[config.mk]
export PLATFORM = sky130hd
export DESIGN_NAME = brrm_ctrl
export DESIGN_NICKNAME = d
export VERILOG_FILES = /design/src/hw/rtl/brrm_pkg.sv /design/src/hw/rtl/brrm_ctrl.sv
export SDC_FILE = /design/constraint.sdc
export NUM_CORES = 1
export LEC_CHECK = 0
export ABC_CLOCK_PERIOD_IN_PS = 8200
export BUFFER_PORTS_ARGS = -buffer_cell sky130_fd_sc_hd__buf_2
export CORE_MARGIN = 1
export CORE_UTILIZATION = 35
export DETAILED_ROUTE_END_ITERATION = 10
export GPL_ROUTABILITY_DRIVEN = 0
export PLACE_DENSITY_LB_ADDON = 0.3
export SLEW_MARGIN = 10
export SYNTH_ARGS = -nofsm -noshare
export SYNTH_HDL_FRONTEND = slang
export SYNTH_SLANG_ARGS = --single-unit
[constraint.sdc]
create_clock -name i_clk -period 8.2 [get_ports i_clk]
set_clock_uncertainty 0.1 [all_clocks]
set_input_delay 0.82 -clock i_clk [delete_from_list [all_inputs] [get_ports i_clk]]
set_output_delay 0.82 -clock i_clk [all_outputs]
set_load 0.02 [all_outputs]
[src/hw/rtl/brrm_pkg.sv]
// brrm_pkg: shared constants, source codes and request structs for the
// banked ROM/RAM mapper. No dependencies.
package brrm_pkg;

    localparam int ADDR_W      = 16;
    localparam int DATA_W      = 8;
    localparam int CFG_W       = 22;
    localparam int ROM_ADDR_W  = 21;
    localparam int ROM_OFF_W   = 14;
    localparam int ROM_LOW_W   = 5;
    localparam int RAM_SEL_W   = 2;
    localparam int RAM_OFF_W   = 13;
    localparam int RAM_ADDR_W  = RAM_SEL_W + RAM_OFF_W;
    localparam int RAM_DEPTH   = 1 << RAM_ADDR_W;
    localparam int BOOT_ADDR_W = 8;
    localparam int SRC_W       = 3;

    localparam logic [ADDR_W-1:0] ADDR_ENABLE_END = 16'h1FFF;
    localparam logic [ADDR_W-1:0] ADDR_ROM0_END   = 16'h3FFF;
    localparam logic [ADDR_W-1:0] ADDR_BANKLO_END = 16'h3FFF;
    localparam logic [ADDR_W-1:0] ADDR_BANKHI_END = 16'h5FFF;
    localparam logic [ADDR_W-1:0] ADDR_ROMX_END   = 16'h7FFF;
    localparam logic [ADDR_W-1:0] ADDR_BOOT_REG   = 16'hFF50;
    localparam logic [ADDR_W-1:0] ADDR_RAM_START  = 16'hA000;
    localparam logic [ADDR_W-1:0] ADDR_RAM_END    = 16'hBFFF;
    localparam logic [DATA_W-1:0] OPEN_BUS_DATA   = 8'hFF;

    typedef enum logic [SRC_W-1:0] {
        SRC_OPEN    = 3'd0,
        SRC_BOOT    = 3'd1,
        SRC_ROM     = 3'd2,
        SRC_RAM     = 3'd3,
        SRC_BOOTREG = 3'd4
    } t_source;

    typedef struct packed {
        logic                  we;
        logic                  re;
        logic [RAM_ADDR_W-1:0] addr;
        logic [DATA_W-1:0]     wdata;
    } t_ram_req;

    typedef struct packed {
        t_source                source;
        logic [DATA_W-1:0]      data;
        logic [ROM_ADDR_W-1:0]  rom_address;
        logic [BOOT_ADDR_W-1:0] boot_address;
    } t_result;

endpackage

[src/hw/rtl/brrm_ctrl.sv]
// brrm_ctrl: bank registers, ROM length register and bus address decode.
// Depends on brrm_pkg.
module brrm_ctrl (
    input  logic                              i_clk,
    input  logic                              i_rst_n,
    input  logic                              i_cfg_we,
    input  logic [brrm_pkg::CFG_W-1:0]        i_cfg_data,
    input  logic                              i_accept,
    input  logic                              i_action,
    input  logic [brrm_pkg::ADDR_W-1:0]       i_address,
    input  logic [brrm_pkg::DATA_W-1:0]       i_write_data,
    output brrm_pkg::t_result                 o_result,
    output brrm_pkg::t_ram_req                o_ram_req
);

    logic [brrm_pkg::CFG_W-1:0]     r_rom_length;
    logic                           r_ram_enabled;
    logic [brrm_pkg::ROM_LOW_W-1:0] r_rom_bank_low;
    logic [brrm_pkg::RAM_SEL_W-1:0] r_ram_bank;
    logic                           r_banking_mode;
    logic                           r_boot_on;

    logic                              in_ram_win;
    logic [brrm_pkg::ROM_LOW_W-1:0]    bank_low;
    logic [brrm_pkg::RAM_SEL_W-1:0]    bank_hi;
    logic [brrm_pkg::ROM_ADDR_W-1:0]   rom_addr;
    logic                              rom_open;

    assign in_ram_win = (i_address >= brrm_pkg::ADDR_RAM_START)
                     && (i_address <= brrm_pkg::ADDR_RAM_END);
    assign bank_low = (r_rom_bank_low == '0) ? brrm_pkg::ROM_LOW_W'(1) : r_rom_bank_low;
    assign bank_hi  = r_banking_mode ? r_ram_bank : '0;

    always_comb begin
        if (i_address <= brrm_pkg::ADDR_ROM0_END) begin
            rom_addr = brrm_pkg::ROM_ADDR_W'(i_address);
        end else begin
            rom_addr = {bank_hi, bank_low, i_address[brrm_pkg::ROM_OFF_W-1:0]};
        end
    end

    assign rom_open = ({1'b0, rom_addr} >= r_rom_length);

    always_comb begin
        o_result = '{source: brrm_pkg::SRC_OPEN, data: brrm_pkg::OPEN_BUS_DATA,
                     rom_address: '0, boot_address: '0};
        if (i_address <= brrm_pkg::ADDR_ROMX_END) begin
            if (r_boot_on && i_address[brrm_pkg::ADDR_W-1:brrm_pkg::BOOT_ADDR_W] == '0) begin
                o_result.source       = brrm_pkg::SRC_BOOT;
                o_result.data         = '0;
                o_result.boot_address = i_address[brrm_pkg::BOOT_ADDR_W-1:0];
            end else if (!rom_open) begin
                o_result.source      = brrm_pkg::SRC_ROM;
                o_result.data        = '0;
                o_result.rom_address = rom_addr;
            end
        end else if (i_address == brrm_pkg::ADDR_BOOT_REG) begin
            o_result.source = brrm_pkg::SRC_BOOTREG;
            o_result.data   = brrm_pkg::DATA_W'(!r_boot_on);
        end else if (in_ram_win) begin
            o_result.source = brrm_pkg::SRC_RAM;
            o_result.data   = '0;
        end
    end

    assign o_ram_req.addr  = {r_ram_bank, i_address[brrm_pkg::RAM_OFF_W-1:0]};
    assign o_ram_req.wdata = i_write_data;
    assign o_ram_req.we    = i_accept && i_action && in_ram_win && r_ram_enabled;
    assign o_ram_req.re    = i_accept && !i_action && in_ram_win;

    always_ff @(posedge i_clk) begin
        if (!i_rst_n) begin
            r_rom_length   <= '0;
            r_ram_enabled  <= 1'b0;
            r_rom_bank_low <= '0;
            r_ram_bank     <= '0;
            r_banking_mode <= 1'b0;
            r_boot_on      <= 1'b1;
        end else begin
            if (i_cfg_we) begin
                r_rom_length <= i_cfg_data;
            end
            if (i_accept && i_action) begin
                if (i_address <= brrm_pkg::ADDR_ENABLE_END) begin
                    r_ram_enabled <= i_write_data[3] && i_write_data[1];
                end else if (i_address <= brrm_pkg::ADDR_BANKLO_END) begin
                    r_rom_bank_low <= i_write_data[brrm_pkg::ROM_LOW_W-1:0];
                end else if (i_address <= brrm_pkg::ADDR_BANKHI_END) begin
                    r_ram_bank <= i_write_data[brrm_pkg::RAM_SEL_W-1:0];
                end else if (i_address <= brrm_pkg::ADDR_ROMX_END) begin
                    r_banking_mode <= i_write_data[0];
                end else if (i_address == brrm_pkg::ADDR_BOOT_REG) begin
                    if (i_write_data != '0) begin
                        r_boot_on <= 1'b0;
                    end
                end
            end
        end
    end

endmodule

* Yosys cells after proc, flatten, opt, wreduce, memory -nomap -nowiden *
Cells that the tools add are included.
Widths: inputs -> output; s select.

operators by class
  $lt $le $gt $ge = 7
  eq/ne operators = 1
  multiplexer cells = 11
  bitwise logic cells = 4
  reduce and logical (&&, ||, !) cells = 18

operator list
  operator              number
  $mux 21               2
  $le 16x15->1 const B  2
  $mux 31               1
  $mux 29               1
  $ge 21x22->1          1
  $mux 11               2
  $mux 10               2
  $eq 16x16->1 const B  1
  $ge 16x16->1 const B  1
  $le 16x13->1 const B  1
  $le 16x14->1 const B  1
  $le 16x16->1 const B  1
  $logic_and 1x1->1     8
  $logic_not 8->1       1
  $mux 8                1
  $reduce_bool 8->1     1
  $reduce_and 7->1      1
  $logic_not 5->1       1
  $mux 5                1
  $reduce_and 5->1      1
  $not 1->1             4
  $reduce_and 4->1      1
  $reduce_and 3->1      1
  $logic_not 1->1       2
  other kinds (2)       2

word-level totals
  flip-flop bits (word level) = 32
  output and inout bits = 65
  word-level logic and storage cells = 47

* Depth between registers and ports, before layout *
Gate-level depths: netlist (run 1).

  depth after elaboration = 7
  depth in mapped cells = 12
  gate-level depth less buffers = 9

* Worst setup path before layout (run 1) *
Ideal clock, no wire load.

  kind = input -> output
  from = in i_address[15] in the netlist's numbering
  to = out o_result[31] in the netlist's numbering
  arrival time = 3.163 ns
  required time = 7.280 ns
  path slack = 4.117 ns
  cell stages on the path = 11
  path buffers = 3
  cells stage by stage = or2_2 clkbuf_1 and3_1 ha_1 nand4b_1 nor4_1 nand2_1 o221ai_1 buf_2 a21o_1 buf_4

RTL lines
  item             RTL line         text
  start, declared  brrm_ctrl.sv:10  input logic [brrm_pkg::ADDR_W-1:0] i_address,
  end, declared    brrm_ctrl.sv:12  output brrm_pkg::t_result o_result,

==> results.py, run 1 <==
metrics = {
    "floorplanning": {
        "number_of_core_rows": 30,
        "ioPinCount": 116,
        "core_sq_um": 6790,
        "fp.dieArea_sq_um": 7340,
        "initial_utilization_pct": 36.1,
        "die_y_microns": 85.7,
        "die_w_microns": 85.7,
    },
    "timing": {
        "fin_tns_setup_ps": 0,
        "achievable_frequency_mhz": 208,
        "max_slew_headroom_at_the_worst_pin_pct": 27.0,
        "final.min_clock_period_ps": 4810,
        "worst_max_slew_pin_slew_ps": 1090,
        "timing.hold.ws_ps": 378,
        "min_period_over_period_pct": 58.7,
        "final-hold-violation-count": 0,
        "setup_violations": 0,
        "rsz0062_at_grt": "false",
        "maxSlewViolCount": 0,
    },
    "detailed_routing": {
        "detailroute.via_count": 2296,
        "drtIter0Drc": 75,
        "drtPass1Iterations": 7,
        "postRouteWirelength_microns": 6440,
        "drtAntennaViolNets": 0,
        "route.detailed.drc": 1,
        "routed_via_density": 4.77,
        "post_drt_wl_per_cell_microns": 13.4,
    },
    "power": {
        "internal_power_uw": 276,
        "swShare_pct": 33.4,
        "report.power.total_uw": 415,
        "power.share.clock_pct": 31.0,
        "vdd_ir_drop_max_v": 0.0000710,
        "share_comb_of_total_power_pct": 29.0,
        "pwr_density_cell_nw_per_um2": 139,
        "sequentialPowerShare_pct": 40.0,
        "power_switching_uw": 139,
        "p_leak_nw": 1.54,
    },
    "yosys": {
        "synth_top_cells_by_count": "sky130_fd_sc_hd__inv_1 (36), sky130_fd_sc_hd__dfxtp_1 (32), sky130_fd_sc_hd__mux2i_1 (30), sky130_fd_sc_hd__nor2b_1 (30), sky130_fd_sc_hd__buf_4 (27)",
        "yosys-top-cells-area": "sky130_fd_sc_hd__dfxtp_1 (26%), sky130_fd_sc_hd__mux2i_1 (12%), sky130_fd_sc_hd__ha_1 (11%), sky130_fd_sc_hd__buf_4 (8.3%), sky130_fd_sc_hd__nor2b_1 (7.7%)",
        "seq_area_frac_synth_pct": 26.1,
        "synth-async-reset-ratio_pct": 0,
        "netlist-cell-type-count": 42,
        "synthCells": 302,
        "ys_dominant_reg_cell": "sky130_fd_sc_hd__dfxtp_1",
        "synth_nets": 374,
        "largest_area_contributor_in_the_netlist": "sky130_fd_sc_hd__dfxtp_1",
        "avgSynthCellArea_sq_um": 8.11,
        "synth_edf_count": 0,
        "synth_top_cell_area_share_pct": 26.1,
        "synth-seq-cells": 32,
        "total_standard_cell_area_after_synthesis_sq_um": 2450,
        "yosysWarnings": 0,
        "yosysMostFrequentCell": "sky130_fd_sc_hd__inv_1",
    },
    "global_route": {
        "wire_length_of_the_first_global_routing_pass_microns": 10200,
        "antenna_violations_before_repair": 0,
        "grt_overflow_total": 0,
        "via_count_of_the_first_global_routing_pass": 2100,
        "total_global_routing_track_utilization_pct": 17.6,
        "grt_start_max_net_pins": 33,
    },
    "setup_path": {
        "worst-endpoint-required_ps": 7280,
        "worstSetupEndpointType": "primary output",
        "timing.critical_path.from_type": "input port",
        "slowest_stage_cell_crit_path": "sky130_fd_sc_hd__o21ai_1",
        "timing.setup.critical_path_class": "in2out",
        "timing.critical_path.max_delay_family": "simple AND/OR/NAND/NOR gates",
        "critical_path.n_buffers_inverters": 2,
        "cells_along_the_critical_path": "buf_2, nor2_1, nor2_1, ha_1, nand4_1, nor4_1, nand2_1, o21ai_1, o21ai_0, buf_2",
        "reg2reg_slack_ps": 7430,
        "crit_path_max_fanout": 15,
        "slowest_delay_ps": 860,
        "cp.arrival_ps": 3890,
    },
    "clocking": {
        "cts_resized": 0,
        "cts.root.buffer_cell": "sky130_fd_sc_hd__clkbuf_8",
        "clk_pin_slew_ps": 70,
        "cts_buffers": 5,
        "tritoncts": "built",
        "holdBufCountCts": 0,
        "htreeDepth": 2,
        "clockBufferDepth": 2,
        "cts_setup_buffers": 0,
        "cts.sinks": 32,
        "clock_insertion_delay_worst_skew_ps": 290,
    },
    "layout": {
        "final_util_pct": 43.9,
        "layout_cells_sized_above_1_pct": 33.5,
        "flow.area_growth_from_synthesis_pct": 21.9,
        "filler_cell_count": 708,
        "antenna_cells_inserted": 0,
        "final-instance-count-excl-fill": 481,
        "nNetsFinal": 456,
    },
    "job": {
        "cap_viol_max_count": 0,
    },
    "placement": {
        "detailed_place_hpwl_microns": 4990,
        "post-place-cells": 473,
        "numPortBuffers": 115,
    },
    "hold_path": {
        "hold_path.class": "reg2reg",
    },
    "run_status": {
        "outcome": "finished, violations left",
        "failed_checks": "design-rule violations",
    },
}
==> cell usage in the layout, fill, tap and decap left out, types with 7 or more instances in the layout <==
| cell type | n |
|---|---|
| sky130_fd_sc_hd__dfxtp_1 | 32 |
| sky130_fd_sc_hd__nor3_1 | 19 |
| sky130_fd_sc_hd__and3_1 | 9 |
| sky130_fd_sc_hd__mux2i_1 | 30 |
| sky130_fd_sc_hd__nand2_1 | 15 |
| sky130_fd_sc_hd__nor2b_1 | 30 |
| sky130_fd_sc_hd__nor4_1 | 7 |
| sky130_fd_sc_hd__a21oi_1 | 11 |
| sky130_fd_sc_hd__inv_1 | 36 |
| sky130_fd_sc_hd__ha_1 | 21 |
| sky130_fd_sc_hd__buf_2 | 115 |
==> final cells by class <==
| class | instances | area, sq um | share of cell area (%) |
|---|---|---|---|
| clock buffers | 8 | 90.1 | 3.02 |
| inverters | 36 | 135 | 4.53 |
| multi-input cells | 194 | 1420 | 47.7 |
| flip-flops and latches | 32 | 641 | 21.5 |
| well taps | 96 | 120 | 4.02 |
| repair buffers | 115 | 576 | 19.3 |
==> power by group through the flow <==
stage               combinational (mW)  sequential [mW]  clock, mW
detailed placement               0.121            0.170          0
global route                     0.133            0.167      0.140
global placement                 0.120            0.170          0
finish                           0.120            0.166      0.129
floorplan                       0.0878            0.169          0
CTS                              0.121            0.166      0.134
==> tightest hold or removal path, cell delays in order, from the launching register on <==
cell and delay, ps:
sky130_fd_sc_hd__dfxtp_1 330, sky130_fd_sc_hd__nand2_1 60, sky130_fd_sc_hd__nand2_1 40
==> routing by layer <==
layer | track usage, % | vias up | wire (microns)
met5 | 0 | - | 0
met4 | 6.36 | 0 | 89
met3 | 2.98 | 7 | 347
met2 | 28.0 | 81 | 2910
met1 | 23.9 | 1046 | 3100
li1 | - | 1162 | -
==> state kept, by name, indices dropped and copies added (netlist names) <==
signal / flops
r_banking_mode: 1
r_boot_on: 1
r_ram_bank: 2
r_ram_enabled: 1
r_rom_bank_low: 5
r_rom_length: 22
==> cells by family after synthesis <==
| kind of cell | synth area share, % |
|---|---|
| mux | 12.3 |
| compound gates | 7.35 |
| flops | 26.1 |
| simple gates | 27.5 |
| fa+ha+maj | 10.7 |
| buf+inv | 16.0 |
==> stage by stage <==
step	cell area [sq um]	worst slack [ps]
detailed placement	2900	3440
CTS	2990	3430
global placement	2900	3530
finish	2990	3390
global route	2990	3160
floorplan	2450	4120
==> path summary, 6_finish.rpt <==
kind                     from                to  cells past startpoint
min reg2reg         r_boot_on         r_boot_on                      2
min                 r_boot_on         r_boot_on                      2
max reg2reg  r_rom_length[21]  r_rom_length[21]                      2
max             i_address[15]      o_result[38]                     10
Power figures use the tool's default switching activity.
==> run 2, diff against run 1 <==
--- a/config.mk
+++ b/config.mk
@@ -5,7 +5,7 @@
 export SDC_FILE = /design/constraint.sdc
 export NUM_CORES = 1
 export LEC_CHECK = 0
-export ABC_CLOCK_PERIOD_IN_PS = 8200
+export ABC_CLOCK_PERIOD_IN_PS = 4260
 export BUFFER_PORTS_ARGS = -buffer_cell sky130_fd_sc_hd__buf_2
 export CORE_MARGIN = 1
 export CORE_UTILIZATION = 35
==> constraint.sdc (replaced) <==
create_clock -name i_clk -period 4.26 [get_ports i_clk]
set_clock_uncertainty 0.1 [all_clocks]
set_input_delay 0.426 -clock i_clk [delete_from_list [all_inputs] [get_ports i_clk]]
set_output_delay 0.426 -clock i_clk [all_outputs]
set_load 0.02 [all_outputs]
==> results.py, run 2 (synthesis gave the netlist of run 1 again) <==
metrics = {
    "run_status": {
        "outcome": "finished, violations left",
        "failed_checks": "design-rule violations",
    },
    "job": {
        "cap_viol_max_count": 0,
    },
    "clocking": {
        "cts.sinks": 32,
        "cts_resized": 0,
        "tritoncts": "built",
        "holdBufCountCts": 0,
        "htreeDepth": 2,
        "clk_pin_slew_ps": 70,
        "cts.root.buffer_cell": "sky130_fd_sc_hd__clkbuf_8",
        "clockBufferDepth": 2,
        "cts_buffers": 5,
        "clock_insertion_delay_worst_skew_ps": 280,
        "cts_setup_buffers": 0,
    },
    "layout": {
        "largest_register": "r_rom_length",
        "reg.largest.list": "r_rom_length x22, r_rom_bank_low x5, r_ram_bank x2",
        "filler_cell_count": 714,
        "flow.area_growth_from_synthesis_pct": 22.6,
        "nNetsFinal": 458,
        "antenna_cells_inserted": 0,
        "final_util_pct": 44.2,
        "postLayoutCellArea_sq_um": 3000,
        "final-instance-count-excl-fill": 483,
        "layout_cells_sized_above_1_pct": 34.4,
        "most-common-layout-cells": "sky130_fd_sc_hd__buf_2 (115), sky130_fd_sc_hd__inv_1 (36), sky130_fd_sc_hd__dfxtp_1 (32)",
        "final_common_cell": "sky130_fd_sc_hd__buf_2",
        "largest_reg_flops": 22,
    },
    "power": {
        "p_leak_nw": 1.55,
        "vdd_ir_drop_max_v": 0.000118,
        "report.power.total_uw": 794,
        "pwr_density_cell_nw_per_um2": 265,
    },
    "setup_path": {
        "r2r_start": "r_rom_bank_low[2]",
        "crit_path_max_fanout": 11,
        "crit_start": "i_address[15]",
        "timing.setup.critical_path_class": "in2out",
        "cp.arrival_ps": 3140,
        "r2r_end": "r_rom_bank_low[2]",
        "timing.critical_path.from_type": "input port",
        "worstSetupEndpointType": "primary output",
        "timing.critical_path.to": "o_result[26]",
        "reg2reg_slack_ps": 3500,
        "r2r.worst_path.cells": 2,
        "worst-endpoint-required_ps": 3730,
    },
    "global_route": {
        "grt_overflow_total": 0,
        "grt_start_max_net_pins": 33,
        "via_count_of_the_first_global_routing_pass": 2140,
        "total_global_routing_track_utilization_pct": 18.4,
        "wire_length_of_the_first_global_routing_pass_microns": 10400,
        "antenna_violations_before_repair": 0,
    },
    "timing": {
        "worst_slack_ps": 595,
        "achievable_frequency_mhz": 273,
        "fin_tns_setup_ps": 0,
        "setup_violations": 0,
        "final-hold-violation-count": 0,
        "rsz0062_at_grt": "false",
        "min_period_over_period_pct": 86.0,
        "maxSlewViolCount": 0,
        "max_slew_headroom_at_the_worst_pin_pct": 29.5,
        "worst_max_slew_pin_slew_ps": 1060,
        "timing.hold.ws_ps": 294,
        "final.min_clock_period_ps": 3660,
    },
    "floorplanning": {
        "die_w_microns": 85.7,
        "initial_utilization_pct": 36.1,
        "ioPinCount": 116,
        "number_of_core_rows": 30,
        "die_y_microns": 85.7,
        "fp.dieArea_sq_um": 7340,
        "core_sq_um": 6790,
    },
    "detailed_routing": {
        "drtAntennaViolNets": 0,
        "postRouteWirelength_microns": 6460,
        "drtPass1Iterations": 7,
        "detailroute.via_count": 2298,
        "route.detailed.drc": 1,
        "post_drt_wl_per_cell_microns": 13.4,
        "drtIter0Drc": 66,
        "routed_via_density": 4.76,
    },
    "placement": {
        "post-place-cells": 475,
        "placement.cell_area_sq_um": 2910,
        "numPortBuffers": 115,
        "detailed_place_hpwl_microns": 5070,
        "placement.setup.worst_slack_ps": 627,
    },
    "hold_path": {
        "hold_path.class": "in2reg",
    },
}
## run 2: cell count changes in the layout (fill, tap and decap cells not counted)
cell                       change
sky130_fd_sc_hd__clkinv_2      +2
sky130_fd_sc_hd__buf_4         +2
sky130_fd_sc_hd__clkbuf_1      -2
## run 2: how the worst min path moves through the flow
stage                               from          endpoint  slack, ps  cells past startpoint
final                     i_cfg_data[20]  r_rom_length[20]        290                      3
after global routing      i_cfg_data[20]  r_rom_length[20]        290                      3
after CTS                  i_cfg_data[4]   r_rom_length[4]        290                      3
after detailed placement       r_boot_on         r_boot_on        380                      2
after global placement         r_boot_on         r_boot_on        370                      2
after floorplan                r_boot_on         r_boot_on        340                      2
## run 2: report_power, final
| group | switching (mW) | leakage [nW] | internal, mW |
|---|---|---|---|
| clock network | 0.113 | 0.0510 | 0.129 |
| logic | 0.144 | 1.24 | 0.0890 |
| registers | 0.00746 | 0.262 | 0.313 |
## run 2: per-layer routing
layer	track usage, %	vias up	part of all wire (%)
met5	0	-	0
met4	5.45	0	0.98
met3	3.95	8	5.0
met2	29.9	80	47
met1	24.6	1045	47
li1	-	1165	-
## run 2: cell type report
cell class	instances	area [sq um]	area share (%)
clock buffers	6	82.6	2.75
multi-input cells	194	1420	47.4
repair buffers	117	591	19.7
flip-flops and latches	32	641	21.3
well taps	96	120	4.00
clock inverters	2	10.0	0.333
inverters	36	135	4.50
## run 2: worst max-delay path, stage by stage
cell	delay (ps)
sky130_fd_sc_hd__buf_2	160
sky130_fd_sc_hd__or2_2	380
sky130_fd_sc_hd__and3_1	240
sky130_fd_sc_hd__ha_1	310
sky130_fd_sc_hd__nand4b_1	150
sky130_fd_sc_hd__nor4_1	420
sky130_fd_sc_hd__nand2_1	190
sky130_fd_sc_hd__nor2_1	480
sky130_fd_sc_hd__nor3_1	150
sky130_fd_sc_hd__buf_2	220
==> run 3, diff against run 2 <==
--- a/config.mk
+++ b/config.mk
@@ -12,6 +12,7 @@
 export DETAILED_ROUTE_END_ITERATION = 10
 export GPL_ROUTABILITY_DRIVEN = 0
 export PLACE_DENSITY_LB_ADDON = 0.3
+export REMOVE_ABC_BUFFERS = 1
 export SLEW_MARGIN = 10
 export SYNTH_ARGS = -nofsm -noshare
 export SYNTH_HDL_FRONTEND = slang
==> results.py, run 3 (synthesis gave the netlist of run 1 again) <==
metrics = {
    "run_status": {
        "outcome": "completed",
    },
    "layout": {
        "antenna_cells_inserted": 0,
        "final-instance-count-excl-fill": 484,
        "flow.area_growth_from_synthesis_pct": 23.5,
        "nNetsFinal": 459,
        "most-common-layout-cells": "sky130_fd_sc_hd__buf_2 (115), sky130_fd_sc_hd__inv_1 (36), sky130_fd_sc_hd__dfxtp_1 (32)",
        "final_common_cell": "sky130_fd_sc_hd__buf_2",
        "layout_cells_sized_above_1_pct": 34.3,
        "postLayoutCellArea_sq_um": 3030,
        "largest_register": "r_rom_length",
        "largest_reg_flops": 22,
        "reg.largest.list": "r_rom_length x22, r_rom_bank_low x5, r_ram_bank x2",
        "final_util_pct": 44.5,
        "filler_cell_count": 688,
    },
    "setup_path": {
        "reg2reg_slack_ps": 3500,
        "cp.arrival_ps": 3090,
        "crit_path_max_fanout": 11,
        "worst-endpoint-required_ps": 3730,
        "crit_start": "i_address[15]",
        "r2r_start": "r_rom_bank_low[2]",
        "timing.critical_path.to": "o_result[22]",
        "r2r.worst_path.cells": 2,
        "worstSetupEndpointType": "primary output",
        "r2r_end": "r_rom_bank_low[2]",
        "timing.critical_path.from_type": "input port",
        "timing.setup.critical_path_class": "in2out",
    },
    "timing": {
        "max_slew_headroom_at_the_worst_pin_pct": 55.3,
        "final.min_clock_period_ps": 3610,
        "min_period_over_period_pct": 84.8,
        "fin_tns_setup_ps": 0,
        "worst_max_slew_pin_slew_ps": 671,
        "achievable_frequency_mhz": 277,
        "maxSlewViolCount": 0,
        "setup_violations": 0,
        "final-hold-violation-count": 0,
        "rsz0062_at_grt": "false",
    },
    "detailed_routing": {
        "routed_via_density": 4.75,
        "drtIter0Drc": 85,
        "postRouteWirelength_microns": 6350,
        "post_drt_wl_per_cell_microns": 13.1,
        "drtPass1Iterations": 4,
        "detailroute.via_count": 2298,
        "route.detailed.drc": 0,
        "drtAntennaViolNets": 0,
    },
    "global_route": {
        "grt_start_max_net_pins": 33,
        "via_count_of_the_first_global_routing_pass": 2091,
        "wire_length_of_the_first_global_routing_pass_microns": 10300,
        "grt_overflow_total": 0,
        "total_global_routing_track_utilization_pct": 17.8,
        "antenna_violations_before_repair": 0,
    },
    "floorplanning": {
        "die_y_microns": 85.7,
        "ioPinCount": 116,
        "fp.dieArea_sq_um": 7340,
        "die_w_microns": 85.7,
        "number_of_core_rows": 30,
        "core_sq_um": 6790,
        "initial_utilization_pct": 36.1,
    },
    "clocking": {
        "holdBufCountCts": 0,
        "cts.sinks": 32,
        "cts.root.buffer_cell": "sky130_fd_sc_hd__clkbuf_8",
        "clk_pin_slew_ps": 70,
        "clockBufferDepth": 2,
        "cts_resized": 0,
        "tritoncts": "built",
        "htreeDepth": 2,
        "cts_setup_buffers": 0,
        "cts_buffers": 5,
        "clock_insertion_delay_worst_skew_ps": 280,
    },
    "hold_path": {
        "hold_path.class": "in2reg",
    },
    "power": {
        "report.power.total_uw": 842,
        "pwr_density_cell_nw_per_um2": 278,
        "p_leak_nw": 1.56,
        "vdd_ir_drop_max_v": 0.0000980,
    },
    "placement": {
        "post-place-cells": 476,
        "detailed_place_hpwl_microns": 5070,
        "numPortBuffers": 115,
        "placement.cell_area_sq_um": 2920,
    },
    "job": {
        "cap_viol_max_count": 0,
    },
}
-- run 3: metrics by stage --
step / hold slack [ps] / setup WS, ps
final: 295 / 646
after global routing: 297 / 462
after CTS: 289 / 644
after detailed placement: 380 / 670
after global placement: 371 / 773
after floorplan: 343 / 285
-- run 3: area by class of cell --
| class | count | area, sq um | share of cell area (%) |
|---|---|---|---|
| Clock buffer | 6 | 72.6 | 2.40 |
| Clock inverter | 2 | 35.0 | 1.16 |
| Timing Repair Buffer | 118 | 598 | 19.8 |
| Multi-Input combinational cell | 194 | 1420 | 47.1 |
| Tap cell | 96 | 120 | 3.97 |
| Inverter | 36 | 135 | 4.47 |
| Sequential cell | 32 | 641 | 21.2 |
-- run 3: worst min-delay path by stage --
stage / from / end / slack (ps) / cells past startpoint
2_1_floorplan: r_boot_on / r_boot_on / 340 / 2
3_3_place_gp: r_ram_enabled / r_ram_enabled / 370 / 2
3_5_place_dp: r_ram_enabled / r_ram_enabled / 380 / 2
4_1_cts: i_cfg_data[8] / r_rom_length[8] / 290 / 3
5_1_grt: i_cfg_data[7] / r_rom_length[7] / 300 / 3
6_report: i_cfg_data[8] / r_rom_length[8] / 300 / 3
-- run 3: critical path: stages --
cell and delay (ps):
sky130_fd_sc_hd__buf_2 170, sky130_fd_sc_hd__or2_2 380, sky130_fd_sc_hd__and3_1 220, sky130_fd_sc_hd__ha_1 290, sky130_fd_sc_hd__nand4b_1 160, sky130_fd_sc_hd__nor4_1 420, sky130_fd_sc_hd__nand2_1 160, sky130_fd_sc_hd__o21ai_1 360
sky130_fd_sc_hd__buf_4 270, sky130_fd_sc_hd__nor4_1 70, sky130_fd_sc_hd__buf_2 170
-- run 3: report_power, final --
part	total [mW]	leakage [nW]	switching [mW]	internal, mW
registers	0.320	0.262	0.00729	0.313
clock network	0.287	0.0552	0.114	0.173
logic	0.235	1.24	0.144	0.0908
total	0.842	1.56	0.265	0.577
-- run 3: layer usage --
layer	wire length [microns]	track usage [%]
met5	0	0
met4	80	5.45
met3	368	3.18
met2	2780	28.5
met1	3120	24.3
